===== src/rtl/core/skcr_pkg.sv =====
`timescale 1ns / 1ps
`default_nettype none

package skcr_pkg;

	// Register indexes on the configuration port
	localparam logic [1:0] REG_SMOOTHING_GAIN = 2'd0;
	localparam logic [1:0] REG_CHANGE_DEADBAND = 2'd1;
	localparam logic [1:0] REG_MIN_SEND_INTERVAL = 2'd2;

	// Reset values of the registers
	localparam logic [7:0] GAIN_RESET = 8'd64;
	localparam logic [7:0] DEADBAND_RESET = 8'd2;
	localparam logic [7:0] INTERVAL_RESET = 8'd20;

	// Item codes
	localparam logic CMD_FILTER = 1'b0;
	localparam logic CMD_RELOAD = 1'b1;

	localparam logic [6:0] BIG_CHANGE = 7'd8;
	localparam logic [6:0] LEVEL_MAX = 7'd127;
	localparam logic [9:0] SAMPLE_MAX = 10'd1023;

	// Beat passed from the filter stage to the decision stage
	typedef struct packed {
		logic        cmd;
		logic [9:0]  level;
		logic [31:0] time_ms;
	} item_t;

	// floor(v * 127 / 1023), clamped at 127. The division by 1023 uses
	// (m + m/1024) / 1024 as an estimate that is low by at most one,
	// then one compare and increment.
	function automatic logic [6:0] map_level(input logic [9:0] v);
		logic [16:0] m;
		logic [17:0] sum;
		logic [7:0]  q_est;
		logic [17:0] rem;
		logic [7:0]  q;
		m = ({7'd0, v} << 7) - {7'd0, v};
		sum = {1'b0, m} + {11'd0, m[16:10]};
		q_est = sum[17:10];
		rem = {1'b0, m} - ({10'd0, q_est} << 10) + {10'd0, q_est};
		q = (rem >= {8'd0, SAMPLE_MAX}) ? q_est + 8'd1 : q_est;
		map_level = (q > {1'b0, LEVEL_MAX}) ? LEVEL_MAX : q[6:0];
	endfunction

endpackage

`default_nettype wire


===== src/rtl/core/skcr_ema.sv =====
`timescale 1ns / 1ps
`default_nettype none

module skcr_ema (
	input  wire logic             clk,
	input  wire logic             arst_n,
	input  wire logic             load,
	input  wire logic             cmd,
	input  wire logic [9:0]       sample,
	input  wire logic [31:0]      time_ms,
	input  wire logic [7:0]       gain,
	output skcr_pkg::item_t       item_s1
);

	logic        [9:0]  filtered_q;
	logic signed [10:0] err;
	logic signed [19:0] prod;
	logic signed [19:0] step;
	logic signed [11:0] nf;
	logic        [9:0]  nf_clamped;
	logic        [9:0]  next_level;

	// Move the filtered level by floor(err * gain / 256)
	assign err = $signed({1'b0, sample}) - $signed({1'b0, filtered_q});
	assign prod = err * $signed({1'b0, gain});
	assign step = prod >>> 8;
	assign nf = $signed({2'b00, filtered_q}) + step[11:0];

	// Clamp to the sample range
	always_comb begin
		if (nf[11]) begin
			nf_clamped = 10'd0;
		end else if (nf[10]) begin
			nf_clamped = skcr_pkg::SAMPLE_MAX;
		end else begin
			nf_clamped = nf[9:0];
		end
	end

	assign next_level = (cmd == skcr_pkg::CMD_RELOAD) ? sample : nf_clamped;

	// Update filter state on every accepted beat
	always_ff @(posedge clk or negedge arst_n) begin
		if (!arst_n) begin
			filtered_q <= 10'd0;
		end else if (load) begin
			filtered_q <= next_level;
		end
	end

	// Stage register toward the decision logic
	always_ff @(posedge clk) begin
		if (load) begin
			item_s1.cmd <= cmd;
			item_s1.level <= next_level;
			item_s1.time_ms <= time_ms;
		end
	end

endmodule

`default_nettype wire


===== src/rtl/core/smoothed_knob_change_reporter.sv =====
// A result beat passes through the filter stage register and then the output register.
// Throughput: one beat per cycle while the output is not stalled; the filter
// stage and the send decision stage each close their state loop in their own registers.
// Output backpressure stalls both stages; the input is still taken while a
// result waits if the filter stage is empty.
// Reset (arst_n low) clears valid, filter and send state; register defaults 64, 2, 20.
`timescale 1ns / 1ps
`default_nettype none

module smoothed_knob_change_reporter (
	input  wire logic        clk,
	input  wire logic        arst_n,
	input  wire logic        cfg_we,
	input  wire logic [1:0]  cfg_addr,
	input  wire logic [7:0]  cfg_wdata,
	input  wire logic        s_tvalid,
	output      logic        s_tready,
	input  wire logic [47:0] s_tdata,   // [9:0] sample, [41:10] time_ms, zero above
	input  wire logic        s_tuser,   // [0] cmd
	output      logic        m_tvalid,
	input  wire logic        m_tready,
	output      logic [7:0]  m_tdata,   // [6:0] level_value, zero above
	output      logic [1:0]  m_tuser    // [0] send_now, [1] significant
);

	logic [7:0] gain_q;
	logic [7:0] deadband_q;
	logic [7:0] interval_q;

	logic v_s1;
	logic v_s2;
	logic adv2;
	logic accept;
	skcr_pkg::item_t item_s1;

	logic [6:0]  last_sent_q;
	logic [31:0] last_time_q;
	logic        force_q;

	logic [6:0]  level;
	logic [6:0]  delta;
	logic        sig;
	logic        big;
	logic [31:0] elapsed;
	logic        send;
	logic        force_next;

	logic       send_s2;
	logic [6:0] level_s2;
	logic       sig_s2;

	// Configuration registers
	always_ff @(posedge clk or negedge arst_n) begin
		if (!arst_n) begin
			gain_q <= skcr_pkg::GAIN_RESET;
			deadband_q <= skcr_pkg::DEADBAND_RESET;
			interval_q <= skcr_pkg::INTERVAL_RESET;
		end else if (cfg_we) begin
			unique case (cfg_addr)
				skcr_pkg::REG_SMOOTHING_GAIN: gain_q <= cfg_wdata;
				skcr_pkg::REG_CHANGE_DEADBAND: deadband_q <= cfg_wdata;
				skcr_pkg::REG_MIN_SEND_INTERVAL: interval_q <= cfg_wdata;
				default: ;
			endcase
		end
	end

	// Pipeline flow: stage two is the output register
	assign adv2 = !v_s2 || m_tready;
	assign s_tready = !v_s1 || adv2;
	assign accept = s_tvalid && s_tready;

	always_ff @(posedge clk or negedge arst_n) begin
		if (!arst_n) begin
			v_s1 <= 1'b0;
			v_s2 <= 1'b0;
		end else begin
			if (s_tready) begin
				v_s1 <= s_tvalid;
			end
			if (adv2) begin
				v_s2 <= v_s1;
			end
		end
	end

	skcr_ema u_ema (
		.clk     (clk),
		.arst_n  (arst_n),
		.load    (accept),
		.cmd     (s_tuser),
		.sample  (s_tdata[9:0]),
		.time_ms (s_tdata[41:10]),
		.gain    (gain_q),
		.item_s1 (item_s1)
	);

	// Map and compare with the last sent value
	assign level = skcr_pkg::map_level(item_s1.level);
	assign delta = (level >= last_sent_q) ? level - last_sent_q : last_sent_q - level;
	assign sig = {1'b0, delta} >= deadband_q;
	assign big = delta >= skcr_pkg::BIG_CHANGE;
	assign elapsed = item_s1.time_ms - last_time_q;

	// Send decision in priority order
	always_comb begin
		send = 1'b0;
		force_next = force_q;
		priority if (force_q) begin
			send = 1'b1;
			force_next = 1'b0;
		end else if (sig && (elapsed >= {24'd0, interval_q})) begin
			send = 1'b1;
		end else if (big) begin
			send = 1'b1;
			force_next = 1'b1;
		end else begin
			send = 1'b0;
		end
	end

	// Advance the send state when a beat enters the output register
	always_ff @(posedge clk or negedge arst_n) begin
		if (!arst_n) begin
			last_sent_q <= 7'd0;
			last_time_q <= 32'd0;
			force_q <= 1'b0;
		end else if (adv2 && v_s1) begin
			if (item_s1.cmd == skcr_pkg::CMD_RELOAD) begin
				last_sent_q <= level;
				last_time_q <= 32'd0;
				force_q <= 1'b0;
			end else begin
				force_q <= force_next;
				if (send) begin
					last_sent_q <= level;
					last_time_q <= item_s1.time_ms;
				end
			end
		end
	end

	// Output register
	always_ff @(posedge clk) begin
		if (adv2 && v_s1) begin
			level_s2 <= level;
			if (item_s1.cmd == skcr_pkg::CMD_RELOAD) begin
				send_s2 <= 1'b0;
				sig_s2 <= 1'b0;
			end else begin
				send_s2 <= send;
				sig_s2 <= sig;
			end
		end
	end

	assign m_tvalid = v_s2;
	assign m_tdata = {1'b0, level_s2};
	assign m_tuser = {sig_s2, send_s2};

`ifndef SYNTH
	// A result that was sent matches the last sent value
	a_sent_tracks: assert property (@(posedge clk) disable iff (!arst_n)
		(m_tvalid && send_s2) |-> (last_sent_q == level_s2))
		else $error("sent level differs from last sent state");

	// A pending force makes the next filter beat send
	a_force_sends: assert property (@(posedge clk) disable iff (!arst_n)
		(adv2 && v_s1 && force_q && item_s1.cmd == skcr_pkg::CMD_FILTER) |=> send_s2)
		else $error("pending force did not send");

	// A reload clears the pending force and never sends
	a_reload_clears: assert property (@(posedge clk) disable iff (!arst_n)
		(adv2 && v_s1 && item_s1.cmd == skcr_pkg::CMD_RELOAD) |=> (!force_q && !send_s2))
		else $error("reload left force or send set");

	// With zero deadband every filter beat is significant
	a_zero_deadband: assert property (@(posedge clk) disable iff (!arst_n)
		(adv2 && v_s1 && deadband_q == 8'd0 && item_s1.cmd == skcr_pkg::CMD_FILTER)
		|=> sig_s2)
		else $error("zero deadband beat not significant");
`endif

endmodule

`default_nettype wire


===== config.mk =====
export PLATFORM = sky130hd
export DESIGN_NAME = smoothed_knob_change_reporter
export DESIGN_NICKNAME = d
export VERILOG_FILES = /design/src/rtl/core/skcr_pkg.sv /design/src/rtl/core/skcr_ema.sv /design/src/rtl/core/smoothed_knob_change_reporter.sv
export SDC_FILE = /design/constraint.sdc
export NUM_CORES = 1
export LEC_CHECK = 0
export ABC_AREA = 1
export BUFFER_PORTS_ARGS = -buffer_cell sky130_fd_sc_hd__buf_2
export CORE_UTILIZATION = 50
export DETAILED_ROUTE_END_ITERATION = 8
export PLACE_DENSITY = 0.67
export SLEW_MARGIN = 25
export SYNTH_ARGS = -nofsm -noshare
export SYNTH_HDL_FRONTEND = slang
export SYNTH_HIERARCHICAL = 1
export SYNTH_SLANG_ARGS = --single-unit

===== constraint.sdc =====
create_clock -name clk -period 14.9 [get_ports clk]
set_input_delay 1.49 -clock clk [delete_from_list [all_inputs] [get_ports clk]]
set_output_delay 1.49 -clock clk [all_outputs]
set_load 0.1 [all_outputs]

# After elaboration in Yosys (flattened, before gate mapping)
# Cells that the tools add are included.
[word_totals] ff_bits=128 out_inout_bits=12 elab_cells=63
[op_classes] addsub=10 n_mul=1 magnitude_cmp=6 n_eq_ne=2 n_mux=16 reduce_logical=13
[op_table] operator="$mux 32" count=2
[op_table] operator="$ge 32x8->1" count=1
[op_table] operator="$sub 32x32->32" count=1
[op_table] operator="$mux 10" count=3
[op_table] operator="$mux 7" count=4
[op_table] operator="$mul 11x9->20" count=1
[op_table] operator="$add 17x7->18" count=1
[op_table] operator="$add 18x8->18" count=1
[op_table] operator="$ge 18x10->1 const B" count=1
[op_table] operator="$sub 17x18->18" count=1
[op_table] operator="$sub 17x10->17" count=1
[op_table] operator="$sub 7x7->7" count=2
[op_table] operator="$add 10x12->12" count=1
[op_table] operator="$sub 10x10->11" count=1
[op_table] operator="$add 8x1->8 const B" count=1
[op_table] operator="$ge 7x8->1" count=1
[op_table] operator="$gt 8x7->1 const B" count=1
[op_table] operator="$mux 8" count=1
[op_table] operator="$reduce_and 2->1" count=4
[op_table] operator="$ge 7x4->1 const B" count=1
[op_table] operator="$ge 7x7->1" count=1
[op_table] operator="$mux 1" count=6
[op_table] operator="$logic_and 1x1->1" count=3
[op_table] operator="$eq 2x1->1 const B" count=1
[op_table] operator="5 further kinds" count=7

# Logic depth before layout (Yosys ltp)
# Gate-level depths: netlist (run 1).
[depth] depth_word=16 ltp_mapped=66

# By module
# Netlist (run 1), hierarchy kept.
[by_module_without_submodules] mod="smoothed_knob_change_reporter" instances=1 cells_per_inst=1293 area_each_um2=8525.7
[by_module_without_submodules] mod="skcr_ema" instances=1 cells_per_inst=690 area_each_um2=6204.7

# Least setup slack after synthesis (run 1)
# No wires, ideal clock.
[synth_timing] kind="input-to-reg" from="input s_tdata[0]" to="register, netlist name u_ema/item_s1[32]" arrival_ns=7.757 required_ns=14.643 path_slack_ns=6.886 path_stages=41 cell_sequence="inv_1 > ha_1 > inv_1 > fa_1 > nand3_1 > nand2_1 > nand2_1 > nand2_1 > a21oi_1 > nor2_1 > nor2_1 > o21bai_1 > nand2_1 > nand2_1 > a21oi_4 > nand2_1 > fa_1 > inv_1 > [5 not listed] > ha_1 > nand2_1 > o21ai_0 > a21oi_1 > nand2_4 > nand3_1 > nand2_1 > xor2_1 > ha_1 > inv_1 > nor3_1 > nand3_1 > nand3_1 > inv_1 > nand3_2 > nand3_1 > nand4_1 > nand2_2"
[synth_between] elab_chain_len=6
[synth_lines] element="start, declared" line="smoothed_knob_change_reporter.sv:18" source="input wire logic [47:0] s_tdata,"
[synth_lines] element="$sub 10x10->11" line="skcr_ema.sv:24" source="assign err = $signed({1'b0, sample}) - $signed({1'b0, filtered_q});"
[synth_lines] element="$mul 11x9->20" line="skcr_ema.sv:25" source="assign prod = err * $signed({1'b0, gain});"
[synth_lines] element="$add 10x12->12" line="skcr_ema.sv:27" source="assign nf = $signed({2'b00, filtered_q}) + step[11:0];"
[synth_lines] element="$mux 10" line="skcr_ema.sv:33" source="end else if (nf[10]) begin"
[synth_lines] element="$mux 10" line="skcr_ema.sv:31" source="if (nf[11]) begin"
[synth_lines] element="$mux 10 *" line="skcr_ema.sv:40" source="assign next_level = (cmd == skcr_pkg::CMD_RELOAD) ? sample : nf_clamped;"
[synth_lines] element="net u_ema.next_level[0]" line="skcr_ema.sv:21" source="logic [9:0] next_level;"
# Mark *: on every way through the listed nets, which the timed path passes. The rest lies on a longest branch.
# A chain may end at the register's enable or synchronous reset.

# Worst setup path after layout (run 1)
[layout_timing] from="register, netlist name u_ema/item_s1[40]" to="register last_time_q[7]"
[layout_between] elab_chain_len=16 elab_cells_between_ends=21
[layout_lines] element="$sub 17x10->17 *" line="skcr_pkg.sv:40" source="m = ({7'd0, v} << 7) - {7'd0, v};"
[layout_lines] element="$add 17x7->18" line="skcr_pkg.sv:41" source="sum = {1'b0, m} + {11'd0, m[16:10]};"
[layout_lines] element="$sub 17x18->18" line="skcr_pkg.sv:43" source="rem = {1'b0, m} - ({10'd0, q_est} << 10) + {10'd0, q_est};"
[layout_lines] element="$add 18x8->18" line="skcr_pkg.sv:43"
[layout_lines] element="$ge 18x10->1" line="skcr_pkg.sv:44" source="q = (rem >= {8'd0, SAMPLE_MAX}) ? q_est + 8'd1 : q_est;"
[layout_lines] element="$mux 8 *" line="skcr_pkg.sv:44"
[layout_lines] element="$gt 8x7->1" line="skcr_pkg.sv:45" source="map_level = (q > {1'b0, LEVEL_MAX}) ? LEVEL_MAX : q[6:0];"
[layout_lines] element="$mux 7 *" line="skcr_pkg.sv:45"
[layout_lines] element="net level[4]" line="smoothed_knob_change_reporter.sv:40" source="logic [6:0] level;"
[layout_lines] element="$sub 7x7->7 or $ge 7x7->1 (tied branches)" line="smoothed_knob_change_reporter.sv:100" source="assign delta = (level >= last_sent_q) ? level - last_sent_q : last_sent_q - level;"
[layout_lines] element="$mux 7 *" line="smoothed_knob_change_reporter.sv:100"
[layout_lines] element="$ge 7x4->1 or $ge 7x8->1 (tied branches)" line="smoothed_knob_change_reporter.sv:102, smoothed_knob_change_reporter.sv:101"
[layout_lines] element="$mux 1 or $logic_and 1x1->1 (tied branches)" line="smoothed_knob_change_reporter.sv:114, smoothed_knob_change_reporter.sv:112"
[layout_lines] element="$mux 1 *" line="smoothed_knob_change_reporter.sv:112" source="end else if (sig && (elapsed >= {24'd0, interval_q})) begin"
[layout_lines] element="$mux 1 *" line="smoothed_knob_change_reporter.sv:109" source="priority if (force_q) begin"
[layout_lines] element="$reduce_bool 2->1 (no source line) *"
[layout_lines] element="$reduce_and 2->1 (no source line) *"
[layout_lines] element="end signal, assigned" line="smoothed_knob_change_reporter.sv:137" source="last_time_q <= item_s1.time_ms;"
[layout_lines] element="end, declared" line="smoothed_knob_change_reporter.sv:37" source="logic [31:0] last_time_q;"
# Marked as above.

==> flow_summary.ini, run 1 <==
[status]
status = complete, no violations

[detailed_routing]
via_per_inst = 5.25
drc = 0
wl_per_cell_um = 14.5
antenna_left = 0
drt_iter0_drc = 902
routed_wl_um = 35500
firstDrtPassIters = 5
vias = 12900

[synth]
yosysWarningCount = 6
yosysSeqAreaShare = 0.235
netlist_area_um2 = 14700
synth_cells = 1983
syn_nets = 2279
synth_seq_cells = 128
synth_edf_count = 52
synth.avg_cell_area_um2 = 7.43
ys_types = 64
synthArstFlopShare = 0.594
synth-main-ff-cell = dfrtp_1

[floorplanning]
io_pins = 76
start_util = 0.510
die_h_um = 174
dieArea_um2 = 30200
die_x_um = 174
core_um2 = 28900
rows = 62

[cts]
clockBufferDepth = 2
tritoncts = built
clock_latency_ns = 0.43
clock-root-buffer = clkbuf_16
cts_sinks = 128
cts_hold_buf = 0
numCtsBuffers = 17
h-tree-depth = 4
ctsResizeCount = 0
post_cts_buffers = 0
clk_pin_slew_ns = 0.07

[worst_hold_path]
whs_path_depth = 2
hold_end = interval_q[7]
hp-start = interval_q[7]
hold_class = reg -> reg

[setup_path]
cp-end-kind = flip-flop
crit_path_max_fanout = 41
crit_required_ns = 15.18
reg2reg_depth = 61
cp.arrival_ns = 10.39
r2r_slack_ns = 4.79
timing.rr.end = last_time_q[7]
setup.worst_path.start_class = flip-flop
path_class = reg -> reg
rr_startpoint = u_ema/item_s1[40]
critPathSlowestCell = inv_2
critPathMaxStageDelay_ns = 0.57
crit_start = u_ema/item_s1[40]

[placement]
port_buffers = 68
place_hpwl_um = 28800
pre_cts_slack_ns = 4.96
gp_congestion = 0.944

[finish]
fill_cells = 2802
drive_above_1_share = 0.103
antenna-diode-count = 0
layout.nets = 2347
areaGrowthSynthToFinish_pct = 8.71
register_area_um2 = 3470
multi_input_area_um2 = 9630

[grt]
grt_pass1_wl_um = 60100
grt_max_degree = 55
grt_pass1_vias = 12300
antenna_found_initial = 0
track_usage = 0.244
overflow = 0

[sta]
slew_viol_final = 0
slew_headroom = 0.484
clock.fmax_mhz = 98.9
finalSetupViolations = 0
fin_crit_ns = 10.11
rsz0062_at_grt = no
finalHoldViolCount = 0
setup-tns-final_ns = 0
fin_crit_sh = 0.679
clock_skew_ns = 0.0155
worstMarginPinSlew_ns = 0.774
setup_slack_ns = 4.79

[job]
drv_cap = 0
[cells in the mapped netlist, types with 3 or more instances]
| master | instances | area, µm² |
|---|---|---|
| fa_1 | 76 | 1520 |
| o21ai_0 | 87 | 435 |
| nand2_2 | 31 | 194 |
| o221ai_1 | 4 | 35.0 |
| nor3_1 | 18 | 90.1 |
| o21ai_1 | 33 | 165 |
| buf_4 | 3 | 22.5 |
| or2_2 | 9 | 56.3 |
| clkbuf_1 | 8 | 30.0 |
| ha_1 | 156 | 1950 |
| o21bai_1 | 11 | 82.6 |
| nand3_2 | 11 | 110 |
| inv_1 | 376 | 1410 |
| nand3_4 | 7 | 123 |
| buf_6 | 5 | 56.3 |
| xor2_1 | 43 | 377 |
| dfstp_2 | 4 | 105 |
| nand3_1 | 121 | 606 |
| inv_2 | 8 | 30.0 |
| nor4_1 | 3 | 18.8 |
| nand2_1 | 442 | 1660 |
| a21oi_1 | 107 | 536 |
| nand4_1 | 41 | 257 |
| nor2_1 | 149 | 559 |
| nand2_4 | 13 | 146 |
| nand3b_1 | 9 | 67.6 |
| xnor2_1 | 18 | 158 |
| edfxtp_1 | 52 | 1560 |
| a21o_1 | 4 | 30.0 |
| a21oi_2 | 3 | 26.3 |
| dfrtp_1 | 72 | 1800 |
| nor2_4 | 3 | 33.8 |
| buf_2 | 3 | 15.0 |
| nor2_2 | 6 | 37.5 |
| clkinv_1 | 5 | 18.8 |
| a31oi_1 | 4 | 25.0 |
[cells by family (layout without fill, tap and decap cells)]
family          after synthesis  count (layout)  share of synthesized area
xor+xnor                     63              63                     0.0392
other cells                   1               1                   0.000255
compound gates              270             270                      0.100
simple gates                874             874                      0.278
buf+inv                     414             495                      0.111
flops                       128             128                      0.235
mux                           1               1                   0.000680
fa+ha+maj                   232             232                      0.236
[layout by cell type, fill, tap and decap left out, types with 11 or more instances in the layout]
cell	netlist	routed
clkbuf_16	0	17
nand3_2	11	11
o21bai_1	11	11
ha_1	156	156
xnor2_1	18	18
o21ai_0	87	87
fa_1	76	76
nand4_1	41	41
nand3_1	121	121
nand2_1	442	442
xor2_1	43	43
a21oi_1	107	107
inv_1	376	375
buf_2	3	67
edfxtp_1	52	52
nand2_2	31	31
nand2_4	13	13
nor3_1	18	18
dfrtp_1	72	72
o21ai_1	33	33
nor2_1	149	148
[per-layer routing]
layer	vias up	global-route usage	part of all wire
met4	0	0.0567	0.013
met2	335	0.375	0.44
li1	6492	-	-
met1	5985	0.363	0.50
met3	38	0.0314	0.049
met5	-	0	0
[per-stage QoR]
| stage | area [µm²] | utilization | hold slack, ns | cells |
|---|---|---|---|---|
| final | 16000 | 0.555 | 0.488 | 2448 |
| after global routing | 16000 | 0.555 | 0.507 | 2448 |
| after CTS | 16000 | 0.555 | 0.492 | 2448 |
| after detailed placement | 15400 | 0.535 | 0.474 | 2416 |
| after global placement | 15400 | 0.535 | 0.466 | 2416 |
| after floorplan | 14700 | - | 0.446 | 1983 |
[registers in the layout, indices dropped and copies added (netlist names)]
name	cells
u_ema/item_s1	43
sig_s2	1
force_q	1
last_sent_q	7
gain_q	8
u_ema/filtered_q	10
v_s1	1
send_s2	1
m_tvalid	1
last_time_q	32
deadband_q	8
level_s2	7
interval_q	8
[worst max-delay path: cells and delay by family, from the launching register on]
family | cells | cell delay, ns
buffers and inverters | 11 | 1.53
xor gates and xnor gates | 2 | 0.33
adders and majority gates | 7 | 2.04
DFF | 1 | 0.38
and+or+nand+nor | 28 | 3.51
AOI/OAI and AO/OA | 13 | 2.15
[area by class of cell]
| class | count | area share |
|---|---|---|
| clock buffer | 18 | 0.0268 |
| clock inverter | 14 | 0.00969 |
| inverter | 391 | 0.0920 |
| multi-input combinational | 1441 | 0.602 |
| sequential | 128 | 0.217 |
| tap | 384 | 0.0300 |
| timing repair buffer | 72 | 0.0233 |
[worst max-delay path by stage]
stage	slack [ns]	depth (start not counted)	to
after detailed placement	4.96	62	last_time_q[6]
final	4.79	61	last_time_q[7]
after global placement	5.11	62	last_time_q[4]
after CTS	4.94	62	last_time_q[6]
after global routing	3.87	62	last_sent_q[4]
after floorplan	6.89	41	u_ema/item_s1[32]
Power of run 1 is not shown: default switching activity piles up to over one toggle a cycle in this logic, so the estimate is an artifact.
==> run 2, diff against run 1 <==
==> constraint.sdc (replaced) <==
create_clock -name clk -period 10.3 [get_ports clk]
set_input_delay 1.03 -clock clk [delete_from_list [all_inputs] [get_ports clk]]
set_output_delay 1.03 -clock clk [all_outputs]
set_load 0.1 [all_outputs]
==> run 2 against run 1 <==
Against the previous run:
- register-to-register slack got worse by 3.9 ns
- count of clock-buffer cells in the layout unchanged
- die area unchanged
- sequential share of layout area decreased by 0.051 points
- largest cell class unchanged
- critical path type unchanged
- via count increased by 0.67%
- non-clock buffer count increased by 3
- flip-flop and latch count unchanged
- hold slack got worse by 0.0023 ns
- first-iteration DRC count increased by 14%
- cell count increased by 0.12%
- routed wire length increased by 1.6%
- clock skew about the same
==> flow_summary.ini, run 2 (synthesized netlist as in run 1, its figures left out) <==
[status]
status = complete, no violations

[floorplanning]
io_pins = 76
core_um2 = 28900
dieArea_um2 = 30200
start_util = 0.510
die_x_um = 174
rows = 62
die_h_um = 174

[grt]
overflow = 0
grt_pass1_wl_um = 60700
grt_max_degree = 55
grt_pass1_vias = 12300
track_usage = 0.248
antenna_found_initial = 0

[cts]
h-tree-depth = 4
clock-root-buffer = clkbuf_16
numCtsBuffers = 17
cts_sinks = 128
clk_pin_slew_ns = 0.07
clock_latency_ns = 0.44
clockBufferDepth = 2
tritoncts = built

[setup_path]
critPathMaxStageDelay_ns = 0.48
crit_path_max_fanout = 32
crit_family = simple AND/OR/NAND/NOR gates
worstPathBufferInverterCount = 9
path_class = reg -> reg
cp-end-kind = flip-flop
setup.worst_path.start_class = flip-flop
critPathSlowestCell = edfxtp_1
cp.arrival_ns = 9.78
crit_required_ns = 10.65
crit_path_frequent_cell = nand2_1

[placement]
pre_cts_slack_ns = 0.627
port_buffers = 68
gp_congestion = 0.950
place_hpwl_um = 28900
placedCellCount = 2417

[sta]
rsz0062_at_grt = no
clock.fmax_mhz = 106
fin_crit_sh = 0.916
slew_headroom = 0.503
finalHoldViolCount = 0
setup_slack_ns = 0.867
finalSetupViolations = 0
setup-tns-final_ns = 0
slew_viol_final = 0
finalHoldWorstSlack_ns = 0.485
worstMarginPinSlew_ns = 0.746
clock_skew_ns = 0.0152
fin_crit_ns = 9.43

[finish]
antenna-diode-count = 0
layout.nets = 2350
areaGrowthSynthToFinish_pct = 8.96
largest_register = u_ema/item_s1
multi_input_area_um2 = 9650
largest_register_ffs = 43
layout_common_cells = nand2_1 (442), inv_1 (375), ha_1 (156)
fin_cells = 2451
reg_top3 = u_ema/item_s1 (43), last_time_q (32), u_ema/filtered_q (10)
register_area_um2 = 3470
layout_commonest_cell = nand2_1
drive_above_1_share = 0.106
fill_cells = 2805

[detailed_routing]
antenna_left = 0
routed_wl_um = 36100
drc = 0
wl_per_cell_um = 14.7
via_per_inst = 5.28
drt_iter0_drc = 1028
vias = 12900
firstDrtPassIters = 8

[worst_hold_path]
hold_class = reg -> reg

[job]
drv_cap = 0
-- run 2: routing by layer --
metal | GRT usage | vias up | part of all wire
met5 | 0 | - | 0
met4 | 0.0596 | 0 | 0.013
met3 | 0.0342 | 38 | 0.049
met2 | 0.381 | 339 | 0.44
met1 | 0.366 | 6051 | 0.50
li1 | - | 6508 | -
-- run 2: through the flow --
step,utilization,instance area [µm²]
floorplan,-,14700
global placement,0.535,15400
detailed placement,0.535,15400
CTS,0.555,16000
global route,0.556,16100
finish,0.556,16100
-- run 2: final cells by class --
cell class | instances | share of cell area
multi-input combinational | 1441 | 0.601
inverter | 391 | 0.0921
tap | 384 | 0.0299
timing repair buffer | 75 | 0.0254
clock inverter | 14 | 0.00733
clock buffer | 18 | 0.0281
sequential | 128 | 0.216
-- run 2: worst paths after layout --
kind	start	to	slack, ns	depth (start not counted)
max reg2reg	u_ema/item_s1[32]	last_time_q[25]	0.87	59
max	u_ema/item_s1[32]	last_time_q[25]	0.87	59
min reg2reg	interval_q[3]	interval_q[3]	0.49	2
min in group asynchronous	arst_n	last_time_q[22]	0.53	1
min	interval_q[3]	interval_q[3]	0.49	2
max in group asynchronous	arst_n	force_q	8.74	2
-- run 2: tightest hold or removal path, stage by stage (launching register included) --
cell and delay, ns:
dfrtp_1 0.34, nand2_1 0.05, o21ai_0 0.06
-- run 2: timing repair --
action	4_1_cts	5_1_grt
gates resized for setup	0	8
hold buffers	0	0
buffers inserted	0	2
setup endpoints to repair	0	39
Power of run 2 is left out for the same reason.
